## config.mk

```make
export PLATFORM = sky130hd
export DESIGN_NAME = svm_div
export DESIGN_NICKNAME = d
export VERILOG_FILES = /design/src/rtl/svm_pkg.sv /design/src/rtl/svm_div.sv
export SDC_FILE = /design/constraint.sdc
export NUM_CORES = 1
export LEC_CHECK = 0
export CAP_MARGIN = 20
export CORE_MARGIN = 4
export CORE_UTILIZATION = 39
export CTS_CLUSTER_DIAMETER = 200
export CTS_CLUSTER_SIZE = 14
export DETAILED_ROUTE_END_ITERATION = 10
export DONT_BUFFER_PORTS = 1
export GPL_ROUTABILITY_DRIVEN = 1
export GPL_TIMING_DRIVEN = 0
export SYNTH_ARGS = -nofsm -noshare
export SYNTH_HDL_FRONTEND = slang
export SYNTH_SLANG_ARGS = --single-unit
```

## constraint.sdc

```tcl
create_clock -name i_clk -period 4.1 [get_ports i_clk]
set_input_delay 0.82 -clock i_clk [delete_from_list [all_inputs] [get_ports i_clk]]
set_output_delay 0.82 -clock i_clk [all_outputs]
set_load 0.05 [all_outputs]
```

## src/rtl/svm_pkg.sv

```systemverilog
// Shared types, opcodes, status codes and a helper function of the stack machine step unit.
package svm_pkg;

    // Fixed widths of the configuration registers.
    localparam int STACK_WORDS_W = 11;
    localparam int HEAP_BYTES_W  = 13;

    // Configuration register reset values.
    localparam int STACK_WORDS_RST = 1024;
    localparam int HEAP_BYTES_RST  = 4096;

    // Configuration register indexes.
    localparam logic [0:0] CFG_STACK_WORDS = 1'd0;
    localparam logic [0:0] CFG_HEAP_BYTES  = 1'd1;

    // Item modes.
    localparam logic [1:0] MODE_LOAD   = 2'd0;
    localparam logic [1:0] MODE_START  = 2'd1;
    localparam logic [1:0] MODE_EXEC   = 2'd2;
    localparam logic [1:0] MODE_UNUSED = 2'd3;

    // Opcodes.
    localparam logic [7:0] OP_PUSH_HEAP = 8'h01;
    localparam logic [7:0] OP_PUSH_IMM  = 8'h02;
    localparam logic [7:0] OP_POP_HEAP  = 8'h03;
    localparam logic [7:0] OP_POP       = 8'h04;
    localparam logic [7:0] OP_SP_ADD    = 8'h05;
    localparam logic [7:0] OP_SP_SUB    = 8'h06;
    localparam logic [7:0] OP_ADD       = 8'h07;
    localparam logic [7:0] OP_SUB       = 8'h08;
    localparam logic [7:0] OP_MUL       = 8'h09;
    localparam logic [7:0] OP_DIV       = 8'h0A;
    localparam logic [7:0] OP_EXTERN    = 8'h0B;
    localparam logic [7:0] OP_JMP       = 8'h0C;
    localparam logic [7:0] OP_INC       = 8'h0D;
    localparam logic [7:0] OP_DEC       = 8'h0E;
    localparam logic [7:0] OP_JGT       = 8'h0F;
    localparam logic [7:0] OP_JLT       = 8'h10;
    localparam logic [7:0] OP_JEQ       = 8'h11;
    localparam logic [7:0] OP_JGE       = 8'h12;
    localparam logic [7:0] OP_JLE       = 8'h13;
    localparam logic [7:0] OP_CALL      = 8'h14;
    localparam logic [7:0] OP_RET       = 8'h15;
    localparam logic [7:0] OP_AND       = 8'h16;
    localparam logic [7:0] OP_OR        = 8'h17;
    localparam logic [7:0] OP_XOR       = 8'h18;
    localparam logic [7:0] OP_NOT       = 8'h19;
    localparam logic [7:0] OP_EXIT      = 8'hFF;

    // Result status codes.
    localparam logic [3:0] ST_OK       = 4'd0;
    localparam logic [3:0] ST_EXIT     = 4'd1;
    localparam logic [3:0] ST_INACTIVE = 4'd2;
    localparam logic [3:0] ST_EXTERN   = 4'd3;
    localparam logic [3:0] ST_DIV_ZERO = 4'd4;
    localparam logic [3:0] ST_OVERFLOW = 4'd5;
    localparam logic [3:0] ST_UNDERFLOW = 4'd6;
    localparam logic [3:0] ST_HEAP_RANGE = 4'd7;
    localparam logic [3:0] ST_BAD_TARGET = 4'd8;

    typedef struct packed {
        logic [1:0]         mode;
        logic [7:0]         opcode;
        logic signed [31:0] operand;
        logic [11:0]        load_address;
        logic [7:0]         load_byte;
    } t_in_item;

    typedef struct packed {
        logic [15:0]        next_ip;
        logic [3:0]         status;
        logic [7:0]         extern_number;
        logic signed [31:0] top_value;
    } t_out_item;

    typedef struct packed {
        logic [0:0]  index;
        logic [15:0] value;
    } t_cfg_write;

    // Opcodes followed by a four-byte immediate.
    function automatic logic has_imm(input logic [7:0] op);
        logic r;
        unique case (op)
            OP_PUSH_HEAP, OP_PUSH_IMM, OP_POP_HEAP, OP_SP_ADD, OP_SP_SUB, OP_EXTERN,
            OP_JMP, OP_JGT, OP_JLT, OP_JEQ, OP_JGE, OP_JLE, OP_CALL: r = 1'b1;
            default: r = 1'b0;
        endcase
        return r;
    endfunction

endpackage

```

## src/rtl/svm_div.sv

```systemverilog
// Iterative signed 32-bit divider, one quotient bit per cycle, truncating and wrapping.
module svm_div
    import svm_pkg::*;
(
    input  logic        i_clk,
    input  logic        i_rst_n,
    input  logic        i_start,
    input  logic [31:0] i_dividend,
    input  logic [31:0] i_divisor,
    output logic        o_busy,
    output logic        o_done,
    output logic [31:0] o_quot
);

    localparam int STEPS = 32;
    localparam int CNT_W = $clog2(STEPS);

    logic             r_busy;
    logic             r_done;
    logic [CNT_W-1:0] r_cnt;
    logic [32:0]      r_rem;
    logic [31:0]      r_q;
    logic [31:0]      r_d;
    logic             r_neg;

    logic [32:0] w_sh;
    logic        w_bit;
    logic [32:0] w_rem;

    always_comb begin
        w_sh  = {r_rem[31:0], r_q[31]};
        w_bit = (w_sh >= {1'b0, r_d});
        w_rem = w_bit ? (w_sh - {1'b0, r_d}) : w_sh;
    end

    always_ff @(posedge i_clk) begin
        if (!i_rst_n) begin
            r_busy <= 1'b0;
            r_done <= 1'b0;
            r_cnt  <= '0;
        end else begin
            r_done <= 1'b0;
            if (i_start) begin
                r_busy <= 1'b1;
                r_cnt  <= '0;
            end else if (r_busy) begin
                r_cnt <= r_cnt + CNT_W'(1);
                if (r_cnt == CNT_W'(STEPS - 1)) begin
                    r_busy <= 1'b0;
                    r_done <= 1'b1;
                end
            end
        end
    end

    always_ff @(posedge i_clk) begin
        if (i_start) begin
            r_q   <= i_dividend[31] ? (32'd0 - i_dividend) : i_dividend;
            r_d   <= i_divisor[31] ? (32'd0 - i_divisor) : i_divisor;
            r_rem <= '0;
            r_neg <= i_dividend[31] ^ i_divisor[31];
        end else if (r_busy) begin
            r_rem <= w_rem;
            r_q   <= {r_q[30:0], w_bit};
        end
    end

    assign o_busy = r_busy;
    assign o_done = r_done;
    assign o_quot = r_neg ? (32'd0 - r_q) : r_q;

endmodule

```

==> metrics, run 1 <==
run status=complete, but fails checks; failing checks=negative setup slack; max cap viols=0; Peak VDD IR=0.217 mV; total net switching power=1.15 mW; Critical Path Sink Type=primary output; Reg2Reg Launch Point=r_rem[8]; Power Dens Cells=377 nW/um^2; setup ws final=-146 ps; CTS Hold Bufs=0; Hold WC Path Type=register to register; IO buf count=0; Die Area=21700 um^2; Synth Instances=860; reg2reg setup slack=640 ps; Rel. slew slack=0.209; Max Slew Vio Count=0; drt wl/cell=16.9 um; Place WS=-29.1 ps; post-route ant nets=0; asr flop ratio synth=0; combinational group share of total power=0.310; Post-synth EDFFs=65; Initial Util=0.401; Max Fanout on Critical Path=3; final std cells w/o fill=1151; Seq/Total Area, Yosys=0.360; cell count after placement=1126; clock-pin slew on the worst setup and hold paths=70 ps; routability-driven placement congestion ratio=0.887; Die W=147 um; M1 wire length=9080 um; routed wl met3=1110 um; Post-Syn Nets=965; final WL=19400 um; fill cell count=1933; DR pass1 iterations=5; Worst Setup SP=r_q[10]; startpoint types=register; Clock Skew=10.4 ps; Reg area=2730 um^2; CP Data Required Time=3280 ps; worst slew pin tran=1180 ps; CTS tree=yes; total CTS buffers=9; Distinct cells, synth=58; Reg power frac=0.408; post-synthesis area per instance=8.82 um^2; CTS Buffer Depth=2; Iter 0 DRT Violations=357; Final Net Count=991; endpoints failing hold=0; Final min period=4250 ps; Mapped Area=7580 um^2; P_leak=3.14 nW; CTS root buf=clkbuf_16; DRC Markers=0; switching part of the total=0.361; post-DP HPWL=14800 um; # clock sinks=104; diode count=0; layout cells sized above 1=0.0718; Final TNS setup=-330 ps; vias in the first global route=6052; yosys warns=0; I/O Pins=101; Setup Viol. Count Final=4; first-pass GRT wire length=31400 um; post-route clock period utilization=1.04; area of the multi-input gates=4610 um^2; vias=6305; number of register bits inferred by synthesis=104; Placeable Area=18900 um^2; Clock Power Share=0.282; top sig layer=met4; CP Capture Point=o_quot[29]; initial antenna violation count=0; grt total ovfl=0; Main synth FF type=edfxtp_1; R2R cell count=12; GR Util All Layers=0.179; largest net degree at the start of global routing=35; post-DR vias/cell=5.48; f_max=236 MHz; H-tree Lvls=3; worst r2r dst=r_rem[13]; RSZ-0062 raised after global routing=yes; met2 wire length=8940 um; area grow syn2layout=11.6%; Pint=2.04 mW; worst path arrival time=3430 ps; Rows=50; Worst-Skew Late Latency=360 ps; hold slack=479 ps; Critical Setup Path Class=register to primary output; Die Height=147 um
stage by stage:
step	instance area [um^2]	util	total power, mW
after floorplan	7580	-	2.09
after global placement	7910	0.419	2.25
after detailed placement	7980	0.422	2.28
after CTS	8410	0.445	3.21
after global routing	8460	0.448	3.35
final	8460	0.448	3.19
worst max-delay path: stages, from the launching register on:
cell and delay (ps):
edfxtp_1 400, or4_4 550, or4_4 430, or3_4 390
or2_4 240, or4_4 460, o41ai_4 270, xnor2_2 320
power groups by stage:
stage / logic [mW] / clock network, mW / registers [mW]
final: 0.989 / 0.900 / 1.30
after global routing: 1.08 / 0.963 / 1.32
after CTS: 0.982 / 0.924 / 1.30
after detailed placement: 0.954 / 0 / 1.32
after global placement: 0.927 / 0 / 1.32
after floorplan: 0.791 / 0 / 1.30
area by class of cell:
class | instances | share of cell area
Timing Repair Buffer | 15 | 0.0157
Multi-Input combinational cell | 664 | 0.545
Tap cell | 260 | 0.0384
Inverter | 50 | 0.0222
Buffer | 42 | 0.0194
Clock inverter | 6 | 0.00798
Clock buffer | 10 | 0.0282
Sequential cell | 104 | 0.323
synth_stat cells (12+ instances only):
cell	instances	area [um^2]
inv_1	50	188
a21oi_1	66	330
or3_1	12	75.1
xnor2_1	80	701
nor2_1	79	297
o41ai_1	12	105
edfxtp_1	65	1950
nand3_1	15	75.1
a211oi_1	21	158
xor2_1	39	342
dfxtp_1	39	781
o31ai_1	25	188
nand2_1	64	240
ha_1	37	463
clkbuf_1	35	131
mux2i_1	23	230
o21ai_0	64	320
layer usage:
metal	track usage	vias up
met3	0.0310	22
met5	0	-
li1	-	3170
met4	0.0545	0
met1	0.247	2959
met2	0.287	154
registers in the layout (all words and copies together) (netlist names):
register / flops
r_q: 32
r_neg: 1
r_d: 32
r_cnt: 5
r_rem: 32
o_done: 1
o_busy: 1
cell families after synthesis:
group | Yosys count | synth area share
AND/OR/NAND/NOR | 242 | 0.157
flip-flops | 104 | 0.360
buffers and inverters | 92 | 0.0464
adder cells (fa/ha/maj) | 38 | 0.0637
XOR/XNOR | 119 | 0.137
AO/OA/AOI/OAI | 241 | 0.203
multiplexers | 24 | 0.0318
worst min-delay path by stage:
| stage | from | to | slack, ps | cells after the start |
|---|---|---|---|---|
| after detailed placement | r_rem[31] | r_rem[31] | 460 | 2 |
| after floorplan | r_rem[31] | r_rem[31] | 430 | 2 |
| final | r_rem[31] | r_rem[31] | 480 | 2 |
| after global routing | r_rem[31] | r_rem[31] | 500 | 2 |
| after CTS | r_rem[31] | r_rem[31] | 470 | 2 |
| after global placement | r_rem[31] | r_rem[31] | 450 | 2 |
placed cells by master (no fill, tap or decap), drive strengths merged, types with 3 or more instances in the layout:
cell type / count
xnor2: 80
nor2: 79
a21oi: 66
edfxtp: 65
nand2: 64
o21ai: 64
inv: 51
clkbuf: 45
xor2: 39
dfxtp: 39
ha: 37
o31ai: 26
mux2i: 23
buf: 22
a211oi: 21
nand3: 15
o41ai: 15
or3: 14
or4: 13
nor3: 10
a21o: 10
nand2b: 10
nand4: 9
a31oi: 7
nor4: 7
nor2b: 6
o21bai: 5
or2: 5
and3: 4
a211o: 4
a22oi: 4
o21a: 4
a21boi: 3
a41oi: 3
timing repair:
action,4_1_cts,5_1_grt
setup buffers,8,1
pin swaps,4,2
hold endpoints to repair,0,0
endpoints found under the setup margin,4,9
resized for setup,9,7
Power figures use the tool's default switching activity.
==> run 2, diff against run 1 <==
ABC_AREA = 1   (was not set)
CORE_ASPECT_RATIO = 0.6   (was not set)
==> run 2 against run 1 <==
- the flow now finishes without violations
- maximum frequency increased by 8.7%
- largest cell class unchanged
- clock skew increased by 2.1 ps
- die area increased by 18%
- critical path depth increased by 4
- first-iteration DRC count increased to 3.4 times the previous value
==> metrics, run 2 <==
post-DR vias/cell=5.04; post-synth top area cell=edfxtp_1; Die W=204 um; worst r2r dst=r_rem[23]; first-pass GRT wire length=44600 um; Iter 0 DRT Violations=1219; vias=8707; Setup Viol. Count Final=0; worst path arrival time=3090 ps; Seq/Total Area, Yosys=0.303; Initial Util=0.403; Critical Setup Path Class=register to primary output; grt total ovfl=0; CTS tree=yes; initial antenna violation count=0; synth cell count leaders=431 x nand2_1, 236 x inv_1, 130 x nor2_1; crit path cell chain=inv_1 -> ha_1 -> nand2_1 -> nor3_2 -> nand2_1 -> nor2_1 -> nand2_1 -> nor2_2 -> inv_1 -> nand2_1 -> xor2_1; Rows=42; DRC Markers=0; Worst-Skew Late Latency=360 ps; run status=finished, final reports clean; Max Slew Vio Count=0; Distinct cells, synth=40; RSZ-0062 raised after global routing=no; setup ws final=194 ps; Max Fanout on Critical Path=4; Post-CTS Setup Inserts=0; clock-pin slew on the worst setup and hold paths=80 ps; worst hold path depth=2; fin util=0.436; Main synth FF type=edfxtp_1; cell area after layout=9760 um^2; dpl cell area=9430 um^2; endpoints failing hold=0; Post-synth EDFFs=65; Hold WC Path Type=register to register; Final min period=3910 ps; GR Util All Layers=0.222; CTS root buf=clkbuf_16; Final TNS setup=0 ps; Synth Instances=1402; reg2reg setup slack=1550 ps; number of register bits inferred by synthesis=104; total CTS buffers=9; P_leak=4.80 nW; Clock Skew=12.5 ps; H-tree Lvls=3; Place WS=553 ps; Final Net Count=1519; Crit-path slowest cell=xor2_1; commonest non-fill, non-tap cell in the layout=nand2_1; Mapped Area=9030 um^2; drt wl/cell=16.7 um; vias in the first global route=7682; Power Dens Cells=311 nW/um^2; Die Area=25700 um^2; CTS Buffer Depth=2; Placeable Area=22400 um^2; Rel. slew slack=0.228; R2R cell count=11; largest net degree at the start of global routing=40; Reg2Reg Launch Point=r_d[28]; f_max=256 MHz; post-route ant nets=0; IO buf count=0; post-synthesis area per instance=6.44 um^2; DR pass1 iterations=5; startpoint types=register; diode count=0; max cap viols=0; area share of the largest cell type after synthesis=0.216; Critical Path Sink Type=primary output; top cells by area, synth=edfxtp_1 22%, nand2_1 18%, inv_1 9.8%, dfxtp_1 8.6%, nand3_1 6.4%; Worst Hold Endpoint=r_cnt[4]; yosys warns=0; Max stage delay on crit path=800 ps; I/O Pins=101; most frequent cell after synthesis=nand2_1; asr flop ratio synth=0; post-DP HPWL=23900 um; Peak VDD IR=0.244 mV; routability-driven placement congestion ratio=0.971; post-route clock period utilization=0.953; # clock sinks=104; CP Data Required Time=3280 ps; final WL=28800 um; worst slew pin tran=1150 ps; Crit path top cell by count=nand2_1; Largest regs=r_d (32), r_q (32), r_rem (32); commonest non-fill, non-tap cells in the layout=431 x nand2_1, 236 x inv_1, 130 x nor2_1; area grow syn2layout=8.08%; Post-Syn Nets=1507; Hold Startpoint=r_cnt[4]; layout cells sized above 1=0.0395; Die Height=126 um
[run 2: cell count changes in the layout (fill, tap and decap cells not counted), moves of 22 or more]
| cell | delta |
|---|---|
| mux2i_1 | -23 |
| nand3b_1 | +23 |
| xnor2_1 | -42 |
| nand2_1 | +367 |
| o31ai_1 | -24 |
| a21oi_1 | -32 |
| inv_1 | +186 |
| o21ai_1 | +22 |
| nor2_1 | +51 |
| nand3_1 | +100 |
[run 2: layout make-up]
| type | instances | area, um^2 |
|---|---|---|
| buffer | 32 | 163 |
| inverter | 241 | 905 |
| fill | 2360 | 12600 |
| clock inverter | 7 | 90.1 |
| multi-input combinational | 1025 | 5240 |
| timing repair buffer | 1 | 20.0 |
| tap | 308 | 385 |
| clock buffer | 9 | 225 |
| sequential | 104 | 2730 |
[run 2: how the worst max path moves through the flow]
stage               startpoint  cells after the start  slack, ps    endpoint
finish                  r_q[0]                     11        190  o_quot[14]
global route            r_q[0]                     11         10  o_quot[14]
CTS                     r_q[0]                     11        160  o_quot[24]
detailed placement      r_q[0]                     11        550  o_quot[24]
global placement        o_busy                      3        430      r_q[3]
floorplan               r_q[0]                      8       1070  o_quot[30]
[run 2: cell families after synthesis]
family          count (synthesis)  share of synthesized area
compound gates                133                     0.0786
xor+xnor                       86                     0.0834
fa+ha+maj                      38                     0.0535
buf+inv                       273                      0.118
flops                         104                      0.303
simple gates                  768                      0.364
[run 2: routing by layer]
layer | GRT usage | vias up | routed length, um
met4 | 0.0248 | 0 | 184
met1 | 0.394 | 3898 | 16000
li1 | - | 4451 | -
met2 | 0.251 | 347 | 9280
met5 | 0 | - | 0
met3 | 0.0647 | 11 | 3250
[run 2: what timing repair did]
item | 4_1_cts | 5_1_grt
hold buffers | 0 | 0
resized for setup | 0 | 1
endpoints found under the setup margin | 0 | 1
[run 2: power by group]
| part | internal [mW] | switching, mW | total, mW |
|---|---|---|---|
| Clock | 0.445 | 0.477 | 0.922 |
| Sequential | 1.21 | 0.0773 | 1.28 |
| Combinational | 0.192 | 0.639 | 0.831 |
| Total | 1.84 | 1.19 | 3.04 |
[run 2: critical path: cells and delay by family, from the launching register on]
kind	cells	cell delay (ps)
AND/OR/NAND/NOR	7	1080
flip-flops	1	420
XOR/XNOR	1	800
buffers and inverters	2	230
adder cells (fa/ha/maj)	1	200
[run 2: per-stage QoR]
step                      power (mW)  hold WS [ps]  instances
after floorplan                 1.93           444       1402
after global placement          2.11           458       1710
after detailed placement        2.12           462       1711
after CTS                       3.03           474       1727
after global routing            3.18           501       1727
final                           3.04           472       1727
==> run 3, diff against run 2 <==
ABC_CLOCK_PERIOD_IN_PS = 3900   (was not set)
clock period = 3.9 ns   (was 4.1 ns; I/O delays follow)
==> run 3 against run 2 <==
- register-to-register slack got worse by 220 ps
- clock power increased by 5.0%
- setup slack improved by 36 ps
- global-route usage about the same
- critical endpoint is now o_quot[12]
==> metrics, run 3 (synthesized netlist as in run 2, its figures left out) <==
# clock sinks=104; Final Net Count=1519; vias in the first global route=7679; DRC Markers=0; Max Fanout on Critical Path=4; Hold WC Path Type=register to register; drt wl/cell=16.7 um; P_leak=4.80 nW; worst slew pin tran=1160 ps; Final TNS setup=0 ps; largest net degree at the start of global routing=40; post-route clock period utilization=0.941; Critical Setup Path Class=register to primary output; CTS Buffer Depth=2; run status=finished, final reports clean; Crit-path slowest cell=xor2_1; commonest non-fill, non-tap cells in the layout=431 x nand2_1, 236 x inv_1, 130 x nor2_1; Die W=204 um; Rows=42; routability-driven placement congestion ratio=0.971; CTS tree=yes; area grow syn2layout=8.29%; diode count=0; setup ws final=230 ps; Critical Path Sink Type=primary output; Initial Util=0.403; endpoints failing hold=0; final WL=28800 um; Top delay family on crit path=simple AND/OR/NAND/NOR gates; Die Height=126 um; post-DP HPWL=23900 um; Clock Skew=10.5 ps; Setup Viol. Count Final=0; fill cell count=2358; worst hold path depth=2; DR pass1 iterations=6; Final min period=3670 ps; Power Dens Cells=327 nW/um^2; clock-pin slew on the worst setup and hold paths=80 ps; Critical Path Stages=8; grt total ovfl=0; first-pass GRT wire length=44600 um; Worst-Skew Late Latency=360 ps; f_max=272 MHz; initial antenna violation count=0; CTS root buf=clkbuf_16; startpoint types=register; Crit path top cell by count=nand2_1; area of the multi-input gates=5260 um^2; Max Slew Vio Count=0; Max stage delay on crit path=800 ps; I/O Pins=101; Rel. slew slack=0.223; Die Area=25700 um^2; cell area after layout=9780 um^2; dpl cell area=9430 um^2; CTS Hold Bufs=0; worst path bufs/invs=1; max cap viols=0; Iter 0 DRT Violations=1132; RSZ-0062 raised after global routing=no; post-route ant nets=0; Placeable Area=22400 um^2; Place WS=393 ps; total CTS buffers=9; Reg area=2730 um^2; worst path arrival time=2890 ps; Peak VDD IR=0.256 mV; H-tree Lvls=3; commonest non-fill, non-tap cell in the layout=nand2_1; vias=8744; post-DR vias/cell=5.06; layout cells sized above 1=0.0416; fin util=0.437; IO buf count=0; Largest regs=r_d (32), r_q (32), r_rem (32); CP Data Required Time=3120 ps; crit path cell chain=inv_1 -> ha_1 -> nand2_1 -> nor3_2 -> nand2_1 -> nor3_1 -> nor2_1 -> xor2_1; Post-CTS Setup Inserts=0; GR Util All Layers=0.222; R2R cell count=14
run 3: cell counts in the layout (fill, tap and decap cells not counted):
No cell type changed its count.
run 3: power breakdown:
| group | total, mW | internal (mW) | switching, mW |
|---|---|---|---|
| registers | 1.35 | 1.27 | 0.0815 |
| clock network | 0.968 | 0.468 | 0.501 |
| logic | 0.879 | 0.203 | 0.676 |
| total | 3.20 | 1.94 | 1.26 |
run 3: repair_timing:
item | in CTS | in global routing
setup endpoints to repair | 1 | 3
resized for setup | 1 | 3
pin swaps | 0 | 0
run 3: cell type report:
class                   count  share of cell area
plain buffers              32              0.0166
clock buffers               9              0.0230
clock inverters             7             0.00922
inverters                 241              0.0925
multi-input cells        1025               0.538
flip-flops and latches    104               0.280
well taps                 308              0.0394
repair buffers              1             0.00205
run 3: layer usage:
metal  global-route usage  share of wire  wire length [um]  vias to the layer above
met2                0.251           0.33              9380                      385
met3               0.0647           0.12              3460                        8
met4               0.0248         0.0047               136                        0
met5                    0              0                 0                        -
met1                0.395           0.55             15900                     3901
li1                     -              -                 -                     4450
run 3: worst paths after layout:
check | startpoint | endpoint | slack (ps)
min | r_cnt[4] | r_cnt[4] | 470
max reg2reg | r_d[2] | r_rem[19] | 1330
max | r_q[0] | o_quot[12] | 230
min reg2reg | r_cnt[4] | r_cnt[4] | 470
run 3: metrics by stage:
stage / total power [mW] / hold WS (ps) / std cells
after floorplan: 2.02 / 444 / 1402
after global placement: 2.22 / 458 / 1710
after detailed placement: 2.23 / 462 / 1711
after CTS: 3.19 / 474 / 1727
after global routing: 3.34 / 496 / 1727
final: 3.20 / 472 / 1727
run 3: worst min-delay path, delay by kind of cell (launching register included):
kind / cells / cell delay [ps]
flops: 1 / 320
compound gates: 1 / 50
simple gates: 1 / 60
